`src/qru_pkg.sv`:
```
// Shared types, constants and tables of the quaternion rotation unit.
// Depends on nothing; every other file of the block imports it.
package qru_pkg;

    localparam int WORD_W       = 32;
    localparam int FRAC_W       = 28;
    localparam int PROD_W       = 2 * WORD_W;
    localparam int ACC_W        = 40;
    localparam int NUM_LANES    = 4;
    localparam int NUM_TERMS    = 4;
    localparam int ANG_W        = 48;
    localparam int ANGLE_FRAC   = 40;
    localparam int CORDIC_ITERS = 24;
    localparam int COR_CNT_W    = $clog2(CORDIC_ITERS);
    localparam int SQRT_STEPS   = 32;
    localparam int DIV_STEPS    = PROD_W;

    localparam logic [1:0] MODE_LOAD    = 2'd0;
    localparam logic [1:0] MODE_COMPOSE = 2'd1;
    localparam logic [1:0] MODE_ROTATE  = 2'd2;

    localparam logic signed [ANG_W-1:0] PI_ANGLE   = 48'sh3243F6A8886;
    localparam logic signed [ANG_W-1:0] HALF_PI    = PI_ANGLE >>> 1;
    localparam logic signed [ANG_W-1:0] TWO_PI     = PI_ANGLE <<< 1;
    localparam logic signed [ANG_W-1:0] CORDIC_GAIN = 48'sd667681663043;

    typedef logic signed [ANG_W-1:0] t_ang_tab [CORDIC_ITERS];

    typedef enum logic [3:0] {
        ST_IDLE, ST_SQUARE, ST_SUM, ST_SQRT, ST_CORDIC, ST_AXIS,
        ST_DIVGO, ST_DIV, ST_MAC, ST_INNER, ST_OUTER, ST_DONE
    } t_state;

    typedef enum logic [1:0] {COR_IDLE, COR_FOLD, COR_ITER, COR_OUT} t_cor_phase;

    typedef struct packed {
        logic accum;
        logic clr;
        logic neg;
    } t_lane_cmd;

    typedef struct packed {
        logic                     sat;
        logic signed [WORD_W-1:0] val;
    } t_clip;

    // Term tables: for each lane, which operands enter each of its four terms
    // and whether the term is subtracted (bit j of the mask is term j).
    localparam logic [1:0] CMP_QI [NUM_LANES][NUM_TERMS] =
        '{'{2'd0, 2'd1, 2'd2, 2'd3}, '{2'd1, 2'd0, 2'd3, 2'd2},
          '{2'd2, 2'd3, 2'd0, 2'd1}, '{2'd3, 2'd2, 2'd1, 2'd0}};
    localparam logic [3:0] CMP_NEG [NUM_LANES] = '{4'b1110, 4'b1000, 4'b0010, 4'b0100};

    localparam logic [1:0] IN_PT [NUM_LANES][NUM_TERMS] =
        '{'{2'd2, 2'd1, 2'd0, 2'd0}, '{2'd1, 2'd2, 2'd0, 2'd0},
          '{2'd0, 2'd2, 2'd1, 2'd0}, '{2'd0, 2'd1, 2'd2, 2'd0}};
    localparam logic [1:0] IN_QI [NUM_LANES][NUM_TERMS] =
        '{'{2'd0, 2'd1, 2'd2, 2'd0}, '{2'd0, 2'd1, 2'd3, 2'd0},
          '{2'd0, 2'd2, 2'd3, 2'd0}, '{2'd1, 2'd2, 2'd3, 2'd0}};
    localparam logic [3:0] IN_NEG [NUM_LANES] = '{4'b0100, 4'b0010, 4'b0100, 4'b0111};

    localparam logic [1:0] OUT_QI [NUM_LANES][NUM_TERMS] =
        '{'{2'd2, 2'd3, 2'd0, 2'd1}, '{2'd1, 2'd0, 2'd3, 2'd2},
          '{2'd0, 2'd1, 2'd2, 2'd3}, '{2'd0, 2'd0, 2'd0, 2'd0}};
    localparam logic [3:0] OUT_NEG [NUM_LANES] = '{4'b1010, 4'b1001, 4'b1100, 4'b0000};

    // floor(2^e / d) by shift and subtract, for elaboration only.
    function automatic logic [ANG_W-1:0] f_pow_div(input int e, input int d);
        logic [ANG_W-1:0] q;
        logic [ANG_W-1:0] rem;
        int b;
        q   = '0;
        rem = '0;
        for (b = ANG_W - 1; b >= 0; b--) begin
            rem = {rem[ANG_W-2:0], (b == e)};
            if (rem >= ANG_W'(d)) begin
                rem  = rem - ANG_W'(d);
                q[b] = 1'b1;
            end
        end
        return q;
    endfunction

    // Step angles atan(2^-i) as the truncated arctangent series.
    function automatic t_ang_tab f_atan_tab();
        t_ang_tab tab;
        logic signed [ANG_W-1:0] sum;
        logic signed [ANG_W-1:0] term;
        int i;
        int k;
        tab[0] = PI_ANGLE >>> 2;
        for (i = 1; i < CORDIC_ITERS; i++) begin
            sum = '0;
            for (k = 0; i * (2 * k + 1) <= ANGLE_FRAC; k++) begin
                term = f_pow_div(ANGLE_FRAC - i * (2 * k + 1), 2 * k + 1);
                sum  = (k % 2 == 1) ? sum - term : sum + term;
            end
            tab[i] = sum;
        end
        return tab;
    endfunction

    localparam t_ang_tab ATAN_TAB = f_atan_tab();

    function automatic t_clip f_clip(input logic signed [ACC_W-1:0] v);
        t_clip c;
        c.sat = 1'b0;
        c.val = v[WORD_W-1:0];
        if (v > ACC_W'(signed'({1'b0, {(WORD_W-1){1'b1}}}))) begin
            c.sat = 1'b1;
            c.val = {1'b0, {(WORD_W-1){1'b1}}};
        end else if (v < -ACC_W'(signed'({1'b0, 1'b1, {(WORD_W-1){1'b0}}}))) begin
            c.sat = 1'b1;
            c.val = {1'b1, {(WORD_W-1){1'b0}}};
        end
        return c;
    endfunction

endpackage

```
`src/qru_lane.sv`:
```
// One multiply-accumulate lane: a registered 32x32 product, then a rounded
// accumulate. Depends on qru_pkg.
module qru_lane (
    input  logic                             i_clk,
    input  logic                             i_rst_n,
    input  qru_pkg::t_lane_cmd               i_cmd,
    input  logic signed [qru_pkg::WORD_W-1:0] i_x,
    input  logic signed [qru_pkg::WORD_W-1:0] i_y,
    output logic signed [qru_pkg::PROD_W-1:0] o_prod,
    output logic signed [qru_pkg::ACC_W-1:0]  o_acc
);
    import qru_pkg::*;

    localparam logic signed [PROD_W-1:0] ROUND_HALF = PROD_W'(1) <<< (FRAC_W - 1);

    logic signed [PROD_W-1:0] r_prod;
    logic signed [PROD_W-1:0] rounded;
    logic signed [ACC_W-1:0]  r_acc;
    logic signed [ACC_W-1:0]  n_acc;
    t_lane_cmd                r_cmd;

    always_comb begin
        rounded = (r_prod + ROUND_HALF) >>> FRAC_W;
        n_acc   = r_cmd.clr ? '0 : r_acc;
        if (r_cmd.neg) begin
            n_acc = n_acc - rounded[ACC_W-1:0];
        end else begin
            n_acc = n_acc + rounded[ACC_W-1:0];
        end
    end

    always_ff @(posedge i_clk) begin
        if (!i_rst_n) begin
            r_cmd <= '0;
        end else begin
            r_cmd <= i_cmd;
        end
    end

    always_ff @(posedge i_clk) begin
        r_prod <= i_x * i_y;
        if (r_cmd.accum) begin
            r_acc <= n_acc;
        end
    end

    assign o_prod = r_prod;
    assign o_acc  = r_acc;
endmodule

```
`config.mk`:
```
export PLATFORM = sky130hd
export DESIGN_NAME = qru_lane
export DESIGN_NICKNAME = d
export VERILOG_FILES = /design/src/qru_pkg.sv /design/src/qru_lane.sv
export SDC_FILE = /design/constraint.sdc
export NUM_CORES = 2
export LEC_CHECK = 0
export BUFFER_PORTS_ARGS = -buffer_cell sky130_fd_sc_hd__buf_4
export CAP_MARGIN = 30
export CORE_MARGIN = 1.5
export CORE_UTILIZATION = 65
export CTS_BUF_LIST = sky130_fd_sc_hd__clkbuf_8
export DETAILED_ROUTE_END_ITERATION = 10
export GPL_ROUTABILITY_DRIVEN = 0
export PLACE_DENSITY = 0.9
export SETUP_SLACK_MARGIN = 0.1
export SLEW_MARGIN = 0
export SYNTH_ARGS = -nofsm -noshare
export SYNTH_HDL_FRONTEND = slang
export SYNTH_SLANG_ARGS = --single-unit
```
`constraint.sdc`:
```
create_clock -name i_clk -period 8.55 [get_ports i_clk]
set_input_delay 0.4275 -clock i_clk [delete_from_list [all_inputs] [get_ports i_clk]]
set_output_delay 0.4275 -clock i_clk [all_outputs]
set_load 0.03 [all_outputs]
```
# Yosys cells after proc, flatten, opt, wreduce, memory -nomap -nowiden

Cells that the tools add are included.

Bits in registers: 107
Input bits: 69
Output and inout bits: 104
Word-level logic and storage cells: 11

Add/subtract/negate cells: 3
Multiply operators: 1
Multiplexer cells: 2

Operators with widths:

| operator               | number |
|---|---|
| $mux 40                | 2 |
| $add 64x29->64 const B | 1 |
| $mul 32x32->64         | 1 |
| $add 40x40->40         | 1 |
| $sub 40x40->40         | 1 |

# Longest topological paths before layout

Depth in word-level cells: 3
Depth in mapped cells: 29
Mapped depth without buffers: 27

# Worst setup path before layout

No wires, ideal clock.

Kind: input port to flip-flop
Start: in i_x[31] (netlist name)
End: reg r_prod[63], in the netlist o_prod[63]
Setup time: 121 ps
Arrival time: 7467 ps
Required time: 8429 ps
Path slack: 962 ps
Cell stages on the path: 29
Buffers on the path: 2
Cell sequence: clkbuf_1 nand2_1 inv_1 fa_1 inv_1 fa_1 inv_1 fa_1 fa_1 inv_1 fa_1 inv_1 fa_1 inv_1 fa_1 inv_1 fa_1 ha_1 clkbuf_1 a21o_1 a21o_1 a21oi_1 o21ai_0 a21oi_1 o21ai_0 a21o_1 a21oi_1 nand2_1 xnor2_1

Word-level cells in the longest chain between the ends: 1

RTL lines:

| what                   | RTL line       | source |
|---|---|---|
| start: declaration     | qru_lane.sv:7  | `input logic signed [qru_pkg::WORD_W-1:0] i_x,` |
| $mul 32x32->64         | qru_lane.sv:41 | `r_prod <= i_x * i_y;` |
| end signal: assignment | qru_lane.sv:41 |  |
| end: declaration       | qru_lane.sv:16 | `logic signed [PROD_W-1:0] r_prod;` |

Every way passes these cells.
A chain may end at the register's enable or synchronous reset.

# Worst setup path after layout

Start: in i_y[6] (netlist name)
End: reg r_prod[57], in the netlist o_prod[57]

Word-level cells in the longest chain between the ends: 1

RTL lines:

| what               | RTL line       | source |
|---|---|---|
| start: declaration | qru_lane.sv:8  | `input logic signed [qru_pkg::WORD_W-1:0] i_y,` |
| $mul 32x32->64     | qru_lane.sv:41 |  |

Every way passes these cells.

==> summary.txt <==
GRT
  – Global route overflow: 0
  – Largest net degree at the start of global routing: 41
  – Wire length of the first global-routing pass: 193000 um
  – Met3 GRT Util: 12.8%
  – Met2 Resource Use GR: 58.6%
  – GRT Util Overall: 37.4%
  – Met1 Track Usage GR: 45.0%
  – Initial antenna violation count: 5
  – Number of global-route vias before repair: 36600
  – Top Usage Layer GRT: met2

Synthesis
  – Synthesis-stage register bit count: 107
  – Yosys warning count: 0
  – Most frequent cell after synthesis: fa_1
  – Syn Area/Cell: 9.34 um2
  – Post-synthesis cell area: 0.0428 mm2
  – Simple logic cell fraction of the synthesized area: 17.0%
  – Post-synthesis compound-gate area fraction: 5.29%
  – Xor/xnor share of the synthesized area: 3.63%
  – Adder-Cell Fraction of Synth Area: 57.2%
  – Main combinational cell family by area after synthesis: adder cells
  – Async SR Flop Fraction: 0%
  – Mux contribution to synthesized area: 0.169%
  – Seq/Total Area, Yosys: 5.93%
  – Post-synth EDFFs: 40
  – Top_reg_cell synth: dfxtp_1
  – Cells after synthesis: 4586
  – Net Count, Synth: 5963
  – Top post-synthesis cells by area: fa_1 51%, inv_1 8.6%, and2_1 7.6%
  – Post-synth top cells: 1083 x fa_1, 986 x inv_1, 561 x nand2_1
  – Netlist cell types: 85
  – Yosys top cell area share: 50.6%
  – Yosys top cell by area: fa_1

Detailed routing
  – DR WL/cell: 22.2 um
  – Iteration-0 DRC Markers: 3670
  – Antenna viol nets, final: 0
  – Avg Vias per Cell: 6.07
  – Residual DRC: 0
  – Vias: 33000
  – Drt first pass iters: 6
  – Routed Wire Length: 121000 um

Setup path
  – Crit path buf inv count: 8
  – Worst Path Max Fanout: 22
  – Critical Path RT: 8.87 ns
  – Arrival @ worst endpoint: 8.31 ns
  – Cell mode on critical path: fa_1
  – Worst Setup Start Kind: primary input
  – Crit. End Element: flop
  – Critical path's slowest cell: a2111oi_0
  – Top cell family by delay on the critical path: adder cells
  – Max incr delay on CP: 0.66 ns
  – WS Path Type: in -> reg

Timing
  – RSZ-0062 raised after global routing: no
  – Setup TNS: 0 ns
  – Fin crit share: 93.5%
  – Clock skew: 0.0291 ns
  – Fmax: 125 MHz
  – Worst Tran Pin Value: 0.809 ns
  – Slew Limit Headroom: 45.5%
  – Final hold violations: 0
  – Slew Viols, Final: 0
  – Fin crit period: 7.99 ns
  – Final setup vio count: 0
  – Setup ws final: 0.557 ns

CTS
  – Clock-pin slew on the worst setup and hold paths: 0.13 ns
  – CTS HTree Levels: 3
  – Max clock buf depth: 2
  – Clock net sink count: 107
  – CTS-repair resized insts: 0
  – Hold_buf cts: 0
  – Post-CTS setup buffers: 0
  – TritonCTS clock tree: done
  – Worst-Skew Late Latency: 0.43 ns
  – CTS root buffer: clkbuf_8
  – CTS buffer count: 9

Die
  – Num rows: 93
  – Initial core utilization: 66.1%
  – Die width: 260 um
  – Die area: 0.0675 mm2
  – Die H: 260 um
  – I/O pins: 173
  – Core area: 0.0648 mm2

Worst hold path
  – Worst hold path class: in -> reg

Placement
  – Dpl hpwl: 95800 um
  – Port bufs: 172
  – DP Worst Slack: 0.290 ns

Layout
  – Area Growth Syn to Fin: 4.45%
  – Fillers: 4437
  – Final net count: 5950
  – Share of cells above drive strength 1: 5.53%

Flow run
  – Maxcap violations: 0

Outcome
  – Outcome: complete, no violations
routing by layer:
| metal | vias up | share of wire (%) | routed length (um) |
|---|---|---|---|
| met5 | - | 0 | 0 |
| met4 | 0 | 7.2 | 8730 |
| met3 | 724 | 15 | 17700 |
| met2 | 2557 | 45 | 54400 |
| met1 | 16200 | 33 | 40100 |
| li1 | 13500 | - | - |
state kept, by name, summed over array words and instances (netlist names):
name / cells
o_prod: 64
r_cmd: 3
o_acc: 40
worst paths after layout:
check,start,to,slack [ns],cells after the start
max,i_y[6],o_prod[57],0.56,26
min,i_cmd[0],r_cmd[0],0.20,2
max reg2reg,o_prod[27],o_acc[39],2.59,19
min reg2reg,o_acc[39],o_acc[39],0.82,2
kinds of logic (layout without fill, tap and decap cells):
family	after synthesis	in the layout
multiplexers	7	7
XOR/XNOR	176	176
AO/OA/AOI/OAI	355	355
AND/OR/NAND/NOR	1419	1419
adder cells (fa/ha/maj)	1308	1308
flip-flops	107	107
other	0	4
buffers and inverters	1214	1206
per-stage QoR:
step	instances	area [um2]	util, %	hold WS, ns
4_1_cts	5433	44700	69.0	0.179
5_1_grt	5436	44800	69.0	0.194
3_5_place_dp	5417	44500	68.7	0.642
2_1_floorplan	4586	42800	-	0.549
6_report	5437	44800	69.0	0.199
3_3_place_gp	5417	44500	68.7	0.643
cell type report:
| class | count | area, um2 | area share (%) |
|---|---|---|---|
| inverter | 986 | 3700 | 8.27 |
| tap | 855 | 1070 | 2.39 |
| timing repair buffer | 204 | 1530 | 3.42 |
| sequential | 107 | 2540 | 5.68 |
| antenna | 4 | 10.0 | 0.0224 |
| multi-input combinational | 3265 | 35700 | 79.8 |
| clock inverter | 7 | 82.6 | 0.185 |
| clock buffer | 9 | 124 | 0.277 |
layout by cell type, fill, tap and decap left out, types with 49 or more instances in the layout:
| master | netlist | routed |
|---|---|---|
| a21oi_1 | 110 | 110 |
| nor2_1 | 110 | 110 |
| xnor2_1 | 103 | 103 |
| buf_4 | 3 | 204 |
| nor2b_1 | 51 | 51 |
| dfxtp_1 | 67 | 67 |
| ha_1 | 225 | 225 |
| o21ai_0 | 65 | 65 |
| and2_1 | 521 | 521 |
| inv_1 | 986 | 986 |
| xor2_1 | 72 | 72 |
| nand2_1 | 561 | 561 |
| a21o_1 | 49 | 49 |
| fa_1 | 1083 | 1083 |
worst register-to-register path, stage by stage, from the launching register on:
cell and delay, ns:
dfxtp_1 0.46, ha_1 0.32, nand3_1 0.26, nor4_4 0.50
nand4_1 0.18, xor2_1 0.40, nand4_4 0.19, nor3_1 0.36
and2_1 0.22, a31oi_1 0.11, xor2_1 0.26, ha_1 0.34
a21o_1 0.19, a21o_1 0.17, a211oi_1 0.30, a21oi_1 0.15
o41ai_1 0.73, o211ai_1 0.20, a21oi_1 0.20, xnor3_1 0.23
Power is not shown: default switching activity piles up to over one toggle a cycle in this logic, so the estimate is an artifact.
