--- src/qru_pkg.sv ---
// Shared types, constants and tables of the quaternion rotation unit.
// Depends on nothing; every other file of the block imports it.
package qru_pkg;

    localparam int WORD_W       = 32;
    localparam int FRAC_W       = 28;
    localparam int PROD_W       = 2 * WORD_W;
    localparam int ACC_W        = 40;
    localparam int NUM_LANES    = 4;
    localparam int NUM_TERMS    = 4;
    localparam int ANG_W        = 48;
    localparam int ANGLE_FRAC   = 40;
    localparam int CORDIC_ITERS = 24;
    localparam int COR_CNT_W    = $clog2(CORDIC_ITERS);
    localparam int SQRT_STEPS   = 32;
    localparam int DIV_STEPS    = PROD_W;

    localparam logic [1:0] MODE_LOAD    = 2'd0;
    localparam logic [1:0] MODE_COMPOSE = 2'd1;
    localparam logic [1:0] MODE_ROTATE  = 2'd2;

    localparam logic signed [ANG_W-1:0] PI_ANGLE   = 48'sh3243F6A8886;
    localparam logic signed [ANG_W-1:0] HALF_PI    = PI_ANGLE >>> 1;
    localparam logic signed [ANG_W-1:0] TWO_PI     = PI_ANGLE <<< 1;
    localparam logic signed [ANG_W-1:0] CORDIC_GAIN = 48'sd667681663043;

    typedef logic signed [ANG_W-1:0] t_ang_tab [CORDIC_ITERS];

    typedef enum logic [3:0] {
        ST_IDLE, ST_SQUARE, ST_SUM, ST_SQRT, ST_CORDIC, ST_AXIS,
        ST_DIVGO, ST_DIV, ST_MAC, ST_INNER, ST_OUTER, ST_DONE
    } t_state;

    typedef enum logic [1:0] {COR_IDLE, COR_FOLD, COR_ITER, COR_OUT} t_cor_phase;

    typedef struct packed {
        logic accum;
        logic clr;
        logic neg;
    } t_lane_cmd;

    typedef struct packed {
        logic                     sat;
        logic signed [WORD_W-1:0] val;
    } t_clip;

    // Term tables: for each lane, which operands enter each of its four terms
    // and whether the term is subtracted (bit j of the mask is term j).
    localparam logic [1:0] CMP_QI [NUM_LANES][NUM_TERMS] =
        '{'{2'd0, 2'd1, 2'd2, 2'd3}, '{2'd1, 2'd0, 2'd3, 2'd2},
          '{2'd2, 2'd3, 2'd0, 2'd1}, '{2'd3, 2'd2, 2'd1, 2'd0}};
    localparam logic [3:0] CMP_NEG [NUM_LANES] = '{4'b1110, 4'b1000, 4'b0010, 4'b0100};

    localparam logic [1:0] IN_PT [NUM_LANES][NUM_TERMS] =
        '{'{2'd2, 2'd1, 2'd0, 2'd0}, '{2'd1, 2'd2, 2'd0, 2'd0},
          '{2'd0, 2'd2, 2'd1, 2'd0}, '{2'd0, 2'd1, 2'd2, 2'd0}};
    localparam logic [1:0] IN_QI [NUM_LANES][NUM_TERMS] =
        '{'{2'd0, 2'd1, 2'd2, 2'd0}, '{2'd0, 2'd1, 2'd3, 2'd0},
          '{2'd0, 2'd2, 2'd3, 2'd0}, '{2'd1, 2'd2, 2'd3, 2'd0}};
    localparam logic [3:0] IN_NEG [NUM_LANES] = '{4'b0100, 4'b0010, 4'b0100, 4'b0111};

    localparam logic [1:0] OUT_QI [NUM_LANES][NUM_TERMS] =
        '{'{2'd2, 2'd3, 2'd0, 2'd1}, '{2'd1, 2'd0, 2'd3, 2'd2},
          '{2'd0, 2'd1, 2'd2, 2'd3}, '{2'd0, 2'd0, 2'd0, 2'd0}};
    localparam logic [3:0] OUT_NEG [NUM_LANES] = '{4'b1010, 4'b1001, 4'b1100, 4'b0000};

    // floor(2^e / d) by shift and subtract, for elaboration only.
    function automatic logic [ANG_W-1:0] f_pow_div(input int e, input int d);
        logic [ANG_W-1:0] q;
        logic [ANG_W-1:0] rem;
        int b;
        q   = '0;
        rem = '0;
        for (b = ANG_W - 1; b >= 0; b--) begin
            rem = {rem[ANG_W-2:0], (b == e)};
            if (rem >= ANG_W'(d)) begin
                rem  = rem - ANG_W'(d);
                q[b] = 1'b1;
            end
        end
        return q;
    endfunction

    // Step angles atan(2^-i) as the truncated arctangent series.
    function automatic t_ang_tab f_atan_tab();
        t_ang_tab tab;
        logic signed [ANG_W-1:0] sum;
        logic signed [ANG_W-1:0] term;
        int i;
        int k;
        tab[0] = PI_ANGLE >>> 2;
        for (i = 1; i < CORDIC_ITERS; i++) begin
            sum = '0;
            for (k = 0; i * (2 * k + 1) <= ANGLE_FRAC; k++) begin
                term = f_pow_div(ANGLE_FRAC - i * (2 * k + 1), 2 * k + 1);
                sum  = (k % 2 == 1) ? sum - term : sum + term;
            end
            tab[i] = sum;
        end
        return tab;
    endfunction

    localparam t_ang_tab ATAN_TAB = f_atan_tab();

    function automatic t_clip f_clip(input logic signed [ACC_W-1:0] v);
        t_clip c;
        c.sat = 1'b0;
        c.val = v[WORD_W-1:0];
        if (v > ACC_W'(signed'({1'b0, {(WORD_W-1){1'b1}}}))) begin
            c.sat = 1'b1;
            c.val = {1'b0, {(WORD_W-1){1'b1}}};
        end else if (v < -ACC_W'(signed'({1'b0, 1'b1, {(WORD_W-1){1'b0}}}))) begin
            c.sat = 1'b1;
            c.val = {1'b1, {(WORD_W-1){1'b0}}};
        end
        return c;
    endfunction

endpackage

--- src/qru_sqrt.sv ---
// Integer square root, two radicand bits per cycle.
// Depends on qru_pkg.
module qru_sqrt (
    input  logic                         i_clk,
    input  logic                         i_rst_n,
    input  logic                         i_start,
    input  logic [qru_pkg::PROD_W-1:0]   i_n,
    output logic                         o_done,
    output logic [qru_pkg::WORD_W-1:0]   o_root
);
    import qru_pkg::*;

    localparam int CNT_W = $clog2(SQRT_STEPS);

    logic [PROD_W-1:0]   r_n;
    logic [WORD_W+1:0]   r_rem;
    logic [WORD_W-1:0]   r_root;
    logic [CNT_W-1:0]    r_cnt;
    logic                r_busy;
    logic                r_done;
    logic [WORD_W+2:0]   rem_sh;
    logic [WORD_W+2:0]   trial;
    logic                fits;

    always_comb begin
        rem_sh = {r_rem[WORD_W:0], r_n[PROD_W-1:PROD_W-2]};
        trial  = {1'b0, r_root, 2'b01};
        fits   = (rem_sh >= trial);
    end

    always_ff @(posedge i_clk) begin
        if (!i_rst_n) begin
            r_busy <= 1'b0;
            r_done <= 1'b0;
            r_cnt  <= '0;
        end else begin
            r_done <= 1'b0;
            if (i_start) begin
                r_busy <= 1'b1;
                r_cnt  <= '0;
            end else if (r_busy) begin
                r_cnt <= r_cnt + 1'b1;
                if (r_cnt == CNT_W'(SQRT_STEPS - 1)) begin
                    r_busy <= 1'b0;
                    r_done <= 1'b1;
                end
            end
        end
    end

    always_ff @(posedge i_clk) begin
        if (i_start) begin
            r_n    <= i_n;
            r_rem  <= '0;
            r_root <= '0;
        end else if (r_busy) begin
            r_n    <= {r_n[PROD_W-3:0], 2'b00};
            r_rem  <= fits ? (WORD_W+2)'(rem_sh - trial) : rem_sh[WORD_W+1:0];
            r_root <= {r_root[WORD_W-2:0], fits};
        end
    end

    assign o_done = r_done;
    assign o_root = r_root;
endmodule

--- config.mk ---
export PLATFORM = sky130hd
export DESIGN_NAME = qru_sqrt
export DESIGN_NICKNAME = d
export VERILOG_FILES = /design/src/qru_pkg.sv /design/src/qru_sqrt.sv
export SDC_FILE = /design/constraint.sdc
export NUM_CORES = 1
export LEC_CHECK = 0
export BUFFER_PORTS_ARGS = -buffer_cell sky130_fd_sc_hd__clkbuf_2
export CAP_MARGIN = 25
export CORE_UTILIZATION = 55
export CTS_BUF_LIST = sky130_fd_sc_hd__clkbuf_4
export DETAILED_ROUTE_END_ITERATION = 8
export GPL_TIMING_DRIVEN = 0
export PLACE_DENSITY = 0.78
export SYNTH_ARGS = -nofsm -noshare
export SYNTH_HDL_FRONTEND = slang
export SYNTH_SLANG_ARGS = --single-unit
--- constraint.sdc ---
create_clock -name i_clk -period 3.6 [get_ports i_clk]
set_clock_uncertainty 0.2 [all_clocks]
set_input_delay 0.72 -clock i_clk [delete_from_list [all_inputs] [get_ports i_clk]]
set_output_delay 0.72 -clock i_clk [all_outputs]
set_load 0.1 [all_outputs]
==> Word level (Yosys, flattened, before mapping) <==
Index checks and enable logic that the tools add are counted.
{ "totals": {"regBits": 136, "output_inout_bits": 33, "word_cells": 22, "inputBits": 67} }
{ "op_classes": {"bitwise_logic": 2, "addsub": 2, "order_cmp": 1, "eq_ne": 1, "mux": 7, "reduce_logical": 3} }
{ "ops": {"columns": ["op", "count"], "rows": [
  ["$mux 64", 2],
  ["$ge 35x34->1", 1],
  ["$mux 33", 1],
  ["$sub 33x33->33", 1],
  ["$add 5x1->5 const B", 1],
  ["$eq 5x5->1 const B", 1],
  ["$mux 1", 4],
  ["$reduce_or 3->1", 1],
  ["$not 1->1", 2],
  ["$reduce_bool 2->1", 1],
  ["$reduce_or 2->1", 1]
]} }

==> Longest topological paths before layout <==
{ "depth": {"ltp_word": 4, "depth_mapped": 13} }

==> Worst setup path after synthesis <==
OpenSTA, ideal clock, no wires.
{ "synth_timing": {"path_type": "flip-flop to flip-flop", "startpoint": "register r_root[15], in the netlist o_root[15]", "endpoint": "register r_rem[32]", "stages_incl_launch_ff": 11, "t_arrival_ns": 3.557, "required_time_ns": 3.309, "path_buffers": 0, "period_less_slack_ns": 3.848, "path_slack_ns": -0.248, "path_cell_list": "dfxtp_1 inv_1 ha_1 a21o_1 a211o_1 or3_1 o21ba_1 a221oi_4 o221ai_2 mux2_4 a311oi_1"} }
{ "synth_via": {"elab_chain_cells": 2, "word_cells_on_any_way": 3, "cone_classes": "1 x add/sub; 1 x order compare; 1 x mux"} }
{ "synth_lines": {"columns": ["item", "line", "rtl"], "rows": [
  ["start, declared", "qru_sqrt.sv:17", "logic [WORD_W-1:0] r_root;"],
  ["start signal, assigned", "qru_sqrt.sv:59", "r_root <= {r_root[WORD_W-2:0], fits};"],
  ["$sub 33x33->33 or $ge 35x34->1 (tied branches)", "qru_sqrt.sv:58, qru_sqrt.sv:28", null],
  ["$mux 33 (*)", "qru_sqrt.sv:58", "r_rem <= fits ? (WORD_W+2)'(rem_sh - trial) : rem_sh[WORD_W+1:0];"],
  ["end signal, assigned", "qru_sqrt.sv:58", null],
  ["end, declared", "qru_sqrt.sv:16", "logic [WORD_W+1:0] r_rem;"]
]} }
Mark *: on every way between the ends. The rest lies on a longest branch, timed or not.
A chain may end at the register's enable or synchronous reset.

==> Worst setup path after layout <==
{ "layout_timing": {"startpoint": "register r_root[15], in the netlist o_root[15]", "endpoint": "register r_rem[26]"} }
Same word-level chain as after synthesis.

==> run_results.csv <==
group,metric,value,unit
yosys,syn-instance-count,761,
drt,drc,0,
finish,antenna_cells,0,
finish,num-nets-final,983,
critical_path,worst_r2r_path_depth,11,
cts,cts.clk_slew.worst_paths,110,ps
power_and_ir_drop,p_total,5540,µW
floorplan,initial_core_util,56.4,%
drt,drt_iter0_markers,371,
status,outcome,"completed",
critical_path,startpoint_type,"flip-flop",
floorplan,coreArea,13200,µm²
yosys,synthAdderAreaFrac,6.03,%
power_and_ir_drop,p_per_area,644,nW/µm²
power_and_ir_drop,cellLeakagePower,0.00355,µW
sta,whs,212,ps
cts,cts_max_level,4,
yosys,synth_top_family_by_area,"multiplexers",
placed_design,place_area,8220,µm²
critical_path,crit_arrival,3680,ps
yosys,synth_mux_area_share,14.1,%
hold_path,hold-path-cell-count,2,
floorplan,fp.dieW,119,µm
drt,routed_via_density,5.79,
critical_path,worstPathMaxFanout,7,
global_routing,grt_first_pass_wirelength,28600,µm
yosys,seq_area_frac_synth,45.0,%
sta,tightest_slew,877,ps
finish,multi_input_comb_area,3810,µm²
global_routing,grtUsageTotal,25.8,%
critical_path,critPathMostFrequentCell,"or3_1",
sta,drv_slew,0,
cts,cts_tree,"built",
yosys,synthesis.nets,864,
yosys,syn_area,7470,µm²
finish,final_area,8600,µm²
floorplan,io_pins,100,
global_routing,grt_max_degree,65,
cts,clkLatencyLatePin,560,ps
yosys,synthFlopType,"dfxtp_1",
job,cap_violations,0,
finish,area_growth,15.1,%
floorplan,die_h,119,µm
yosys,synthDistinctLibCells,58,
yosys,synth_async_sr_flop_share,0,%
sta,slew_headroom,41.5,%
cts,clockBufferDepth,2,
yosys,avgSynthCellArea,9.82,µm²
drt,wl,17500,µm
global_routing,grt_overflow_total,0,
cts,numCtsBuffers,17,
critical_path,path_class,"reg2reg",
floorplan,dieArea,14100,µm²
placed_design,dp_slack,-265,ps
hold_path,holdCritPathClass,"in2reg",
critical_path,critPathRequiredTime,3870,ps
yosys,synthSimpleGateAreaFrac,13.8,%
cts,cts.sinks,136,
yosys,synth_compound_area_share,13.8,%
finish,final_layout_size_suffix_gt1_share,27.1,%
sta,fin_crit_sh,94.9,%
finish,seqCellArea,3390,µm²
critical_path,end_kind,"flip-flop",
power_and_ir_drop,ir_worst_vdd,0.349,mV
sta,fmax,293,MHz
sta,rsz0062_at_grt,"true",
finish,n_fill_cell,1134,
yosys,synth_edf_count,64,
sta,setup_viol,0,
sta,setup_ws,182,ps
critical_path,critical_path.slowest_cell,"ha_1",
sta,setup_tns,0,ps
sta,hold_viol,0,
global_routing,grt_pass1_vias,6002,
critical_path,slowest_delay,400,ps
placed_design,hpwl,12500,µm
global_routing,antenna_found_initial,0,
cts,clock-root-buffer,"clkbuf_4",
drt,firstDrtPassIters,5,
drt,drt.antenna.violating_nets,0,
yosys,ys_ff_latch,136,
sta,min_period,3420,ps
drt,wl_per_cell,16.3,µm
floorplan,rows,42,
yosys,yosysWarnings,0,
yosys,synth-xor-area-share,2.70,%
placed_design,place_congestion,0.894,
drt,route.vias.total,6185,
cts,cts_hold_buf,0,
critical_path,path_cells,"inv_1 > ha_1 > a21o_1 > a211o_1 > or3_1 > o21ba_1 > a221oi_4 > buf_4 > o21ai_0 > or3_1 > a311oi_1",
placed_design,io_buffers,98,
## cell type report
type | count | area share [%]
Multi-Input combinational cell | 535 | 44.3
Sequential cell | 136 | 39.4
Timing Repair Buffer | 102 | 6.05
Tap cell | 176 | 2.56
Inverter | 49 | 2.14
Buffer | 39 | 1.92
Clock inverter | 12 | 1.79
Clock buffer | 20 | 1.75
## cells in the mapped netlist (6+ instances only)
library cell / number / area [µm²]
nor2_1: 88 / 330
nand2_1: 75 / 282
dfxtp_1: 72 / 1440
edfxtp_1: 64 / 1920
mux2_2: 62 / 698
inv_1: 48 / 180
ha_1: 36 / 450
mux2i_1: 34 / 340
a21oi_1: 33 / 165
clkbuf_1: 29 / 109
a311oi_1: 25 / 219
o21ai_0: 25 / 125
nand3_1: 18 / 90.1
xnor2_1: 16 / 140
a21o_1: 13 / 97.6
nor3_1: 10 / 50.1
or3_1: 8 / 50.1
nand4_1: 7 / 43.8
xor2_1: 7 / 61.3
a211oi_1: 6 / 45.0
and3_1: 6 / 37.5
buf_1: 6 / 22.5
o21bai_1: 6 / 45.0
## kinds of logic after synthesis
group                    Yosys count
buffers and inverters             90
XOR/XNOR                          23
multiplexers                      97
adder cells (fa/ha/maj)           36
AND/OR/NAND/NOR                  234
AO/OA/AOI/OAI                    145
flip-flops                       136
## report_power, final
group / internal, µW / switching [µW]
Combinational: 1030 / 1520
Clock: 504 / 584
Sequential: 1800 / 102
## registers in the layout, summed over array words and instances, names as in the netlist
register,flops
o_root,32
r_n,64
o_done,1
r_busy,1
r_cnt,5
r_rem,33
## through the flow
step / instances / utilization [%]
2_1_floorplan: 761 / -
3_3_place_gp: 1035 / 62.0
3_5_place_dp: 1035 / 62.1
4_1_cts: 1067 / 64.4
5_1_grt: 1069 / 64.9
6_report: 1069 / 64.9
## metal layers
| metal | GRT usage [%] | vias up | share of wire [%] |
|---|---|---|---|
| li1 | - | 2980 | - |
| met1 | 31.3 | 2962 | 43 |
| met2 | 42.3 | 218 | 48 |
| met3 | 8.74 | 25 | 7.3 |
| met4 | 9.57 | 0 | 1.8 |
| met5 | 0 | - | 0 |
## final timing paths
path	endpoint	start	slack, ps
worst max-delay path	r_rem[26]$_SDFFE_PP0P_	o_root[15]$_SDFFE_PP0P_	180
worst min-delay path	r_busy$_SDFF_PN0_	i_rst_n	210
worst max register to register	r_rem[26]$_SDFFE_PP0P_	o_root[15]$_SDFFE_PP0P_	180
worst min register to register	r_rem[6]$_SDFFE_PP0P_	r_rem[4]$_SDFFE_PP0P_	300
## worst max-delay path: cells and delay by family (launching register included)
kind | cells | cell delay, ps
AO/OA/AOI/OAI | 6 | 1470
adder cells (fa/ha/maj) | 1 | 400
buffers and inverters | 2 | 220
flip-flops | 1 | 370
AND/OR/NAND/NOR | 2 | 690
## layout by cell type (no fill, tap or decap), types with 3 or more instances in the layout
cell type and count:
buf_4 4, a31oi_1 3, dfxtp_2 23, and3_1 6
a21oi_1 33, o21a_1 4, nor2_1 88, edfxtp_1 64
nand4_1 7, o31a_1 4, mux2_2 62, a211oi_1 5
clkbuf_2 101, a21o_1 13, inv_1 48, nor2b_1 3
o21bai_1 6, o21ai_0 24, o211ai_1 3, or3_1 7
nand2b_1 4, buf_1 6, nor3_1 9, ha_1 36
a311oi_1 25, xor2_1 7, bufinv_16 3, nor4_1 3
and2_1 3, mux2i_1 34, buf_2 3, nand3_1 18
clkbuf_1 24, clkinv_4 3, dfxtp_1 49, nand2_1 73
xnor2_1 16, clkbuf_4 23
## what timing repair did
action | CTS | global route
pin swaps | 0 | 1
setup buffers | 0 | 4
gates cloned | 0 | 0
endpoints found under the hold margin | 0 | 0
setup endpoints to repair | 32 | 32
resized for setup | 4 | 13
Power figures use the tool's default switching activity.
