--- config.mk ---
export PLATFORM = sky130hd
export DESIGN_NAME = qru_cordic
export DESIGN_NICKNAME = d
export VERILOG_FILES = /design/src/qru_pkg.sv /design/src/qru_cordic.sv
export SDC_FILE = /design/constraint.sdc
export NUM_CORES = 2
export LEC_CHECK = 0
export BUFFER_PORTS_ARGS = -buffer_cell sky130_fd_sc_hd__buf_2
export CAP_MARGIN = 20
export CORE_UTILIZATION = 65
export DETAILED_ROUTE_END_ITERATION = 8
export PLACE_DENSITY_LB_ADDON = 0.1
export SLEW_MARGIN = 30
export SYNTH_ARGS = -nofsm -noshare
export SYNTH_HDL_FRONTEND = slang
export SYNTH_SLANG_ARGS = --single-unit
--- constraint.sdc ---
create_clock -name i_clk -period 10.6 [get_ports i_clk]
set_clock_uncertainty 0.15 [all_clocks]
set_input_delay 1.59 -clock i_clk [delete_from_list [all_inputs] [get_ports i_clk]]
set_output_delay 1.59 -clock i_clk [all_outputs]
set_load 0.02 [all_outputs]
--- src/qru_pkg.sv ---
// Shared types, constants and tables of the quaternion rotation unit.
// Depends on nothing; every other file of the block imports it.
package qru_pkg;

    localparam int WORD_W       = 32;
    localparam int FRAC_W       = 28;
    localparam int PROD_W       = 2 * WORD_W;
    localparam int ACC_W        = 40;
    localparam int NUM_LANES    = 4;
    localparam int NUM_TERMS    = 4;
    localparam int ANG_W        = 48;
    localparam int ANGLE_FRAC   = 40;
    localparam int CORDIC_ITERS = 24;
    localparam int COR_CNT_W    = $clog2(CORDIC_ITERS);
    localparam int SQRT_STEPS   = 32;
    localparam int DIV_STEPS    = PROD_W;

    localparam logic [1:0] MODE_LOAD    = 2'd0;
    localparam logic [1:0] MODE_COMPOSE = 2'd1;
    localparam logic [1:0] MODE_ROTATE  = 2'd2;

    localparam logic signed [ANG_W-1:0] PI_ANGLE   = 48'sh3243F6A8886;
    localparam logic signed [ANG_W-1:0] HALF_PI    = PI_ANGLE >>> 1;
    localparam logic signed [ANG_W-1:0] TWO_PI     = PI_ANGLE <<< 1;
    localparam logic signed [ANG_W-1:0] CORDIC_GAIN = 48'sd667681663043;

    typedef logic signed [ANG_W-1:0] t_ang_tab [CORDIC_ITERS];

    typedef enum logic [3:0] {
        ST_IDLE, ST_SQUARE, ST_SUM, ST_SQRT, ST_CORDIC, ST_AXIS,
        ST_DIVGO, ST_DIV, ST_MAC, ST_INNER, ST_OUTER, ST_DONE
    } t_state;

    typedef enum logic [1:0] {COR_IDLE, COR_FOLD, COR_ITER, COR_OUT} t_cor_phase;

    typedef struct packed {
        logic accum;
        logic clr;
        logic neg;
    } t_lane_cmd;

    typedef struct packed {
        logic                     sat;
        logic signed [WORD_W-1:0] val;
    } t_clip;

    // Term tables: for each lane, which operands enter each of its four terms
    // and whether the term is subtracted (bit j of the mask is term j).
    localparam logic [1:0] CMP_QI [NUM_LANES][NUM_TERMS] =
        '{'{2'd0, 2'd1, 2'd2, 2'd3}, '{2'd1, 2'd0, 2'd3, 2'd2},
          '{2'd2, 2'd3, 2'd0, 2'd1}, '{2'd3, 2'd2, 2'd1, 2'd0}};
    localparam logic [3:0] CMP_NEG [NUM_LANES] = '{4'b1110, 4'b1000, 4'b0010, 4'b0100};

    localparam logic [1:0] IN_PT [NUM_LANES][NUM_TERMS] =
        '{'{2'd2, 2'd1, 2'd0, 2'd0}, '{2'd1, 2'd2, 2'd0, 2'd0},
          '{2'd0, 2'd2, 2'd1, 2'd0}, '{2'd0, 2'd1, 2'd2, 2'd0}};
    localparam logic [1:0] IN_QI [NUM_LANES][NUM_TERMS] =
        '{'{2'd0, 2'd1, 2'd2, 2'd0}, '{2'd0, 2'd1, 2'd3, 2'd0},
          '{2'd0, 2'd2, 2'd3, 2'd0}, '{2'd1, 2'd2, 2'd3, 2'd0}};
    localparam logic [3:0] IN_NEG [NUM_LANES] = '{4'b0100, 4'b0010, 4'b0100, 4'b0111};

    localparam logic [1:0] OUT_QI [NUM_LANES][NUM_TERMS] =
        '{'{2'd2, 2'd3, 2'd0, 2'd1}, '{2'd1, 2'd0, 2'd3, 2'd2},
          '{2'd0, 2'd1, 2'd2, 2'd3}, '{2'd0, 2'd0, 2'd0, 2'd0}};
    localparam logic [3:0] OUT_NEG [NUM_LANES] = '{4'b1010, 4'b1001, 4'b1100, 4'b0000};

    // floor(2^e / d) by shift and subtract, for elaboration only.
    function automatic logic [ANG_W-1:0] f_pow_div(input int e, input int d);
        logic [ANG_W-1:0] q;
        logic [ANG_W-1:0] rem;
        int b;
        q   = '0;
        rem = '0;
        for (b = ANG_W - 1; b >= 0; b--) begin
            rem = {rem[ANG_W-2:0], (b == e)};
            if (rem >= ANG_W'(d)) begin
                rem  = rem - ANG_W'(d);
                q[b] = 1'b1;
            end
        end
        return q;
    endfunction

    // Step angles atan(2^-i) as the truncated arctangent series.
    function automatic t_ang_tab f_atan_tab();
        t_ang_tab tab;
        logic signed [ANG_W-1:0] sum;
        logic signed [ANG_W-1:0] term;
        int i;
        int k;
        tab[0] = PI_ANGLE >>> 2;
        for (i = 1; i < CORDIC_ITERS; i++) begin
            sum = '0;
            for (k = 0; i * (2 * k + 1) <= ANGLE_FRAC; k++) begin
                term = f_pow_div(ANGLE_FRAC - i * (2 * k + 1), 2 * k + 1);
                sum  = (k % 2 == 1) ? sum - term : sum + term;
            end
            tab[i] = sum;
        end
        return tab;
    endfunction

    localparam t_ang_tab ATAN_TAB = f_atan_tab();

    function automatic t_clip f_clip(input logic signed [ACC_W-1:0] v);
        t_clip c;
        c.sat = 1'b0;
        c.val = v[WORD_W-1:0];
        if (v > ACC_W'(signed'({1'b0, {(WORD_W-1){1'b1}}}))) begin
            c.sat = 1'b1;
            c.val = {1'b0, {(WORD_W-1){1'b1}}};
        end else if (v < -ACC_W'(signed'({1'b0, 1'b1, {(WORD_W-1){1'b0}}}))) begin
            c.sat = 1'b1;
            c.val = {1'b1, {(WORD_W-1){1'b0}}};
        end
        return c;
    endfunction

endpackage

--- src/qru_cordic.sv ---
// Half-angle sine and cosine: angle reduction and folding, then a rotating
// CORDIC over the step-angle table. Depends on qru_pkg.
module qru_cordic (
    input  logic                              i_clk,
    input  logic                              i_rst_n,
    input  logic                              i_start,
    input  logic [qru_pkg::WORD_W-1:0]        i_len,
    output logic                              o_done,
    output logic signed [qru_pkg::WORD_W-1:0] o_cos,
    output logic signed [qru_pkg::WORD_W-1:0] o_sin
);
    import qru_pkg::*;

    localparam int HALF_SHIFT = ANGLE_FRAC - FRAC_W - 1;
    localparam int OUT_SHIFT  = ANGLE_FRAC - FRAC_W;
    localparam logic signed [ANG_W-1:0] OUT_HALF = ANG_W'(1) <<< (OUT_SHIFT - 1);

    t_cor_phase              r_phase;
    t_cor_phase              n_phase;
    logic signed [ANG_W-1:0] r_t;
    logic signed [ANG_W-1:0] r_x;
    logic signed [ANG_W-1:0] r_y;
    logic                    r_neg;
    logic [COR_CNT_W-1:0]    r_cnt;
    logic                    r_done;
    logic signed [WORD_W-1:0] r_cos;
    logic signed [WORD_W-1:0] r_sin;
    logic signed [ANG_W-1:0] t_full;
    logic signed [ANG_W-1:0] t_red;
    logic signed [ANG_W-1:0] t_wrap;
    logic signed [ANG_W-1:0] t_fold;
    logic                    fold_neg;
    logic signed [ANG_W-1:0] x_sh;
    logic signed [ANG_W-1:0] y_sh;
    logic signed [ANG_W-1:0] x_fin;
    logic signed [ANG_W-1:0] cos_r;
    logic signed [ANG_W-1:0] sin_r;

    always_comb begin
        t_full   = signed'(ANG_W'(i_len) << HALF_SHIFT);
        t_red    = (t_full >= TWO_PI) ? t_full - TWO_PI : t_full;
        t_wrap   = (r_t > PI_ANGLE) ? r_t - TWO_PI : r_t;
        t_fold   = t_wrap;
        fold_neg = 1'b0;
        if (t_wrap > HALF_PI) begin
            t_fold   = PI_ANGLE - t_wrap;
            fold_neg = 1'b1;
        end else if (t_wrap < -HALF_PI) begin
            t_fold   = -PI_ANGLE - t_wrap;
            fold_neg = 1'b1;
        end
        x_sh  = r_x >>> r_cnt;
        y_sh  = r_y >>> r_cnt;
        x_fin = r_neg ? -r_x : r_x;
        cos_r = (x_fin + OUT_HALF) >>> OUT_SHIFT;
        sin_r = (r_y + OUT_HALF) >>> OUT_SHIFT;
    end

    always_comb begin
        n_phase = r_phase;
        case (r_phase)
            COR_IDLE: if (i_start) n_phase = COR_FOLD;
            COR_FOLD: n_phase = COR_ITER;
            COR_ITER: if (r_cnt == COR_CNT_W'(CORDIC_ITERS - 1)) n_phase = COR_OUT;
            COR_OUT:  n_phase = COR_IDLE;
            default:  n_phase = COR_IDLE;
        endcase
    end

    always_ff @(posedge i_clk) begin
        if (!i_rst_n) begin
            r_phase <= COR_IDLE;
            r_done  <= 1'b0;
            r_cnt   <= '0;
        end else begin
            r_phase <= n_phase;
            r_done  <= (r_phase == COR_OUT);
            if (r_phase == COR_ITER) begin
                r_cnt <= r_cnt + 1'b1;
            end else begin
                r_cnt <= '0;
            end
        end
    end

    always_ff @(posedge i_clk) begin
        case (r_phase)
            COR_IDLE: begin
                r_t <= t_red;
            end
            COR_FOLD: begin
                r_t   <= t_fold;
                r_neg <= fold_neg;
                r_x   <= CORDIC_GAIN;
                r_y   <= '0;
            end
            COR_ITER: begin
                if (!r_t[ANG_W-1]) begin
                    r_x <= r_x - y_sh;
                    r_y <= r_y + x_sh;
                    r_t <= r_t - ATAN_TAB[r_cnt];
                end else begin
                    r_x <= r_x + y_sh;
                    r_y <= r_y - x_sh;
                    r_t <= r_t + ATAN_TAB[r_cnt];
                end
            end
            COR_OUT: begin
                r_cos <= cos_r[WORD_W-1:0];
                r_sin <= sin_r[WORD_W-1:0];
            end
            default: begin
                r_t <= r_t;
            end
        endcase
    end

    assign o_done = r_done;
    assign o_cos  = r_cos;
    assign o_sin  = r_sin;
endmodule

# Word level (Yosys, flattened, before mapping)
# Memories as Yosys holds them, arrays and structs flattened.
# Index checks and enable logic that the tools add are counted.
[classes]
multipliers = 0
eq_ne = 6
n_lt_le_gt_ge = 5
shifts = 2
div_mod_pow = 0
mux = 17
addsub = 14
reduce_logical = 5
bitwise = 1
[op_table]
columns = ["operator", "n"]
rows = [
  ["48-bit two-way mux", 9],
  ["48-bit case mux with 2 select lines", 2],
  ["48-bit adder", 3],
  ["48-bit case mux with 3 select lines", 1],
  ["48-bit subtractor", 3],
  ["48-bit by 5-bit >>> shifter with 48-bit output", 2],
  ["43-bit by 48-bit subtractor with 48-bit output, first input constant", 2],
  ["44-bit by 13-bit adder with 44-bit output, second input constant", 2],
  ["48-bit by 42-bit greater-than comparator with 1-bit output, second input constant", 1],
  ["48-bit by 43-bit greater-than comparator with 1-bit output, second input constant", 1],
  ["48-bit by 42-bit < comparator with 1-bit output, second input constant", 1],
  ["48-bit by 44-bit subtractor with 48-bit output, second input constant", 1],
  ["44-bit two-way mux", 1],
  ["44-bit negator", 1],
  ["43-bit by 43-bit subtractor with 44-bit output, second input constant", 1],
  ["43-bit >= comparator, second input constant", 1],
  ["2-bit case mux with 4 select lines", 1],
  ["6-bit >= comparator, second input constant", 1],
  ["5-bit inverter with 6-bit output", 1],
  ["5-bit by 1-bit adder with 5-bit output, second input constant", 1],
  ["5-bit == test, second input constant", 1],
  ["2-bit == test, second input constant", 2],
  ["2-bit two-way mux", 2],
  ["2-bit != test, second input constant", 2],
  ["6 further kinds", 7],
]
[totals]
word_cells = 60
input_bits = 35
regBits = 217
ram_bits = 0
rom_bits = 1536
latchBits = 0
mem_count = 1
[mem_list]
columns = ["memory", "words", "word_bits", "rd", "rd_clocked_by_memory_dff", "wr", "line_no", "text"]
rows = [
  ["(name not given)", 32, 48, 1, 0, 0, "qru_cordic.sv:105", "r_t <= r_t + ATAN_TAB[r_cnt];"],
]

# Logic depth before layout (Yosys ltp)
[depth]
depth_word = 7
ltp_mapped = 36

# Worst setup path after synthesis
# Ideal clock, no wire load.
[synth_timing]
kind = "reg2reg"
from = "register r_cnt[0]"
to = "register r_t[47], data pin"
setup_ns = 0.272
required_ns = 10.178
arrival_time_ns = 7.274
path_slack_ns = 2.904
stages_incl_launch_ff = 36
cell_sequence = "dfxtp_1 > buf_4 > buf_6 > buf_4 > buf_4 > buf_1 > inv_1 > ha_1 > clkbuf_1 > nand2b_1 > o21ai_0 > nor2_1 > inv_1 > ha_1 > nor3b_1 > and3_1 > inv_1 > nor3_1 > a21oi_1 > xor2_1 > ha_1 > clkbuf_1 > a21o_1 > a21o_1 > a21o_1 > a21oi_1 > nor2b_1 > a2111oi_0 > o31ai_1 > a221o_1 > a41oi_1 > a21oi_1 > o21a_1 > nor2_1 > xnor2_1 > o2111ai_1"
[synth_between]
elab_chain_len = 7
[synth_lines]
columns = ["item", "line_no", "text"]
rows = [
  ["from (decl)", "qru_cordic.sv:24", "logic [COR_CNT_W-1:0] r_cnt;"],
  ["from (signal assigned)", "qru_cordic.sv:79", "r_cnt <= r_cnt + 1'b1;"],
  ["5-bit inverter with 6-bit output (implied by the code) (*)", "qru_cordic.sv:101, qru_cordic.sv:105", ""],
  ["memory 32 x 48 bit (*)", "-", ""],
  ["48-bit two-way mux (implied by the code) (*) (2 in series)", "qru_cordic.sv:105", ""],
  ["48-bit subtractor / 48-bit adder (equally long branches)", "qru_cordic.sv:101, qru_cordic.sv:105", ""],
  ["48-bit two-way mux (*)", "qru_cordic.sv:98", "if (!r_t[ANG_W-1]) begin"],
  ["48-bit case mux with 3 select lines (*)", "qru_cordic.sv:87", "case (r_phase)"],
  ["to (signal assigned)", "qru_cordic.sv:89", "r_t <= t_red;"],
  ["to (signal assigned)", "qru_cordic.sv:101", "r_t <= r_t - ATAN_TAB[r_cnt];"],
  ["to (signal assigned)", "qru_cordic.sv:105", ""],
  ["to (decl)", "qru_cordic.sv:20", "logic signed [ANG_W-1:0] r_t;"],
]
# Mark *: on every way between the ends. The rest lies on a longest branch, timed or not. The select of a mux whose other input is x is not followed.
# A chain may end at the register's enable or synchronous reset.

# Final worst setup path
[layout_timing]
from = "register r_cnt[1]"
to = "register r_y[47], data pin"
[layout_between]
elab_chain_len = 4
[layout_lines]
columns = ["item", "line_no", "text"]
rows = [
  ["48-bit by 5-bit >>> shifter with 48-bit output (*)", "qru_cordic.sv:52", "x_sh = r_x >>> r_cnt;"],
  ["48-bit adder / 48-bit subtractor (equally long branches)", "qru_cordic.sv:100, qru_cordic.sv:104", ""],
  ["48-bit two-way mux (*)", "qru_cordic.sv:98", ""],
  ["48-bit case mux with 2 select lines (*)", "qru_cordic.sv:87", ""],
  ["to (signal assigned)", "qru_cordic.sv:100", "r_y <= r_y + x_sh;"],
  ["to (signal assigned)", "qru_cordic.sv:104", "r_y <= r_y - x_sh;"],
  ["to (decl)", "qru_cordic.sv:22", "logic signed [ANG_W-1:0] r_y;"],
]
# Mark *: on every way between the ends. The rest lies on a longest branch, timed or not.

==> flow_metrics.env <==
export IMPL_status="finished clean"
export IMPL_setup_violations_final=0
export IMPL_clock_sinks=217
export IMPL_finalWirelength_mm=116
export IMPL_drtIter0Drc=4594
export IMPL_crit_top_cell="a21o_1"
export IMPL_cts_resized=0
export IMPL_grt_ovfl_total=0
export IMPL_post_route_period_util_pct=79.6
export IMPL_grt_antenna_before_repair=2
export IMPL_required_ns=10.76
export IMPL_max_freq_mhz=119
export IMPL_cp_end_kind="flop"
export IMPL_syn_area_mm2=0.0326
export IMPL_cts_buffers=28
export IMPL_grt_max_degree=88
export IMPL_synthArstFlopShare_pct=0
export IMPL_initial_core_util_pct=66.2
export IMPL_die_w_um=226
export IMPL_vias_per_cell=7.19
export IMPL_worst_pin_slew_ns=1.11
export IMPL_hold_path_cell_count=1
export IMPL_clockBufferDepth=3
export IMPL_hold_violations=0
export IMPL_synth_avg_cell_area_um2=8.09
export IMPL_worstSetupPathType="reg2reg"
export IMPL_synth_edf_count=209
export IMPL_multi_input_area_mm2=0.0247
export IMPL_synth_ff_type="edfxtp_1"
export IMPL_hold_buffers=0
export IMPL_worstSetupStartpointType="flop"
export IMPL_synth_largest_area_cell="edfxtp_1"
export IMPL_grtUsageTotal_pct=44.1
export IMPL_dp_hpwl_mm=87.8
export IMPL_ios=100
export IMPL_yosysTopAreaCellShare_pct=19.2
export IMPL_critPathTopFamily="compound AO/OA/AOI/OAI gates"
export IMPL_ys_ff_latch=217
export IMPL_drc=0
export IMPL_root_buffer="clkbuf_16"
export IMPL_critical_path_depth=26
export IMPL_drtAntennaViolNets=0
export IMPL_dr_pass1_iters=6
export IMPL_syn_nets=4235
export IMPL_core_mm2=0.0493
export IMPL_diodes=0
export IMPL_drive_gt1_share_pct=10.9
export IMPL_clkLatencyLatePin_ns=0.59
export IMPL_fin_nets=4164
export IMPL_path_max_fanout=62
export IMPL_io_buffer_count=99
export IMPL_gp_congestion=1.05
export IMPL_min_path_type="reg2reg"
export IMPL_slowest_stage="nor4_1"
export IMPL_netlist_top_cells_area="edfxtp_1 19%, mux4_2 8.2%, xnor2_1 7.5%"
export IMPL_grt_first_pass_wirelength_mm=175
export IMPL_seq_area_mm2=0.00645
export IMPL_cts_setup_buffers=0
export IMPL_synth_cell_type_count=108
export IMPL_synth_seq_area_share_pct=19.7
export IMPL_cp_num_buf_inv=1
export IMPL_max_stage_delay_ns=0.96
export IMPL_syn2layout_area_growth_pct=4.87
export IMPL_synthCells=4030
export IMPL_maxSlewViolCount=0
export IMPL_die_y_um=226
export IMPL_fill_cells=4129
export IMPL_wire_per_inst_um=24.9
export IMPL_htree_levels=1
export IMPL_path_clk_slew_ns=0.07
export IMPL_relSlewSlack_pct=25.4
export IMPL_cp_arrival_ns=8.60
export IMPL_fin_util_pct=69.4
export IMPL_yosysWarnings=0
export IMPL_final_common_cell="nand2_1"
export IMPL_row_count=81
export IMPL_finalWorstPathRequiredPeriod_ns=8.43
export IMPL_grt_pass1_vias=30100
export IMPL_rsz0062_at_grt="false"
export IMPL_layout_common_cells="423 x nand2_1, 368 x nor2_1, 332 x a21oi_1"
export IMPL_finalSetupTns_ns=0
export IMPL_cts_tree="yes"
export IMPL_max_cap_violations=0
export IMPL_die_area_mm2=0.0511
export IMPL_r2r_cells=26
export IMPL_vias=33400
cells in the mapped netlist (27+ instances only):
master	count
o221ai_1	31
nand3_1	109
inv_1	107
o21a_1	59
a21o_1	93
nor3_1	83
a31oi_1	83
a211oi_1	36
and2_1	43
or3_1	40
nand2_1	424
nand4_1	42
o21ai_0	233
mux2i_1	58
nor2b_1	44
mux4_2	118
o211ai_1	33
mux2_2	27
nand2b_1	45
edfxtp_1	209
xnor2_1	280
ha_1	167
nor2_1	369
nor4_1	33
xor2_1	174
a21oi_1	332
clkbuf_1	158
and3_1	41
buf_1	34
o21bai_1	33
o22ai_1	27
final timing paths:
check | from | endpoint | slack, ns
worst max register to register | r_cnt[1] | r_y[47] | 2.17
worst max-delay path | r_cnt[1] | r_y[47] | 2.17
worst min register to register | r_phase[0] | r_phase[0] | 0.53
worst min-delay path | r_phase[0] | r_phase[0] | 0.53
flip-flops by register name, indices dropped and copies added (netlist names):
name / flops
o_cos: 32
o_done: 1
o_sin: 32
r_cnt: 5
r_neg: 1
r_phase: 2
r_t: 48
r_x: 48
r_y: 48
metrics by stage:
| stage | cell area, um^2 | std cells | setup WS [ns] | hold WS [ns] |
|---|---|---|---|---|
| 2_1_floorplan | 32600 | 4030 | 2.90 | 0.432 |
| 3_3_place_gp | 33200 | 4592 | 2.49 | 0.496 |
| 3_5_place_dp | 33200 | 4593 | 2.48 | 0.525 |
| 4_1_cts | 34200 | 4645 | 2.44 | 0.533 |
| 5_1_grt | 34200 | 4645 | 1.77 | 0.555 |
| 6_report | 34200 | 4645 | 2.17 | 0.530 |
metal layers:
metal	up-vias	routed length [um]	share of wire, %	GRT usage (%)
met1	15700	44900	39	59.5
met2	2338	49300	43	65.6
met4	4	5680	4.9	19.4
met5	-	26	0.022	0
li1	15000	-	-	-
met3	408	16000	14	12.5
cell type report:
type	instances	share of cell area (%)
Multi-Input combinational cell	3454	72.1
Sequential cell	217	18.9
Timing Repair Buffer	146	2.55
Tap cell	664	2.43
Clock buffer	31	2.14
Inverter	112	1.24
Clock inverter	21	0.607
kinds of logic (layout without fill, tap and decap cells):
logic type | after synthesis | in the layout | share of synthesized area, %
AO/OA/AOI/OAI | 1228 | 1228 | 24.7
XOR/XNOR | 460 | 460 | 12.5
adder cells (fa/ha/maj) | 171 | 171 | 6.62
buffers and inverters | 359 | 310 | 4.74
flip-flops | 217 | 217 | 19.7
multiplexers | 203 | 203 | 10.9
AND/OR/NAND/NOR | 1392 | 1392 | 20.8
Power is left out: the tool's default activity adds up to more than one toggle a clock period on the data nets, which glitch-free logic cannot reach.
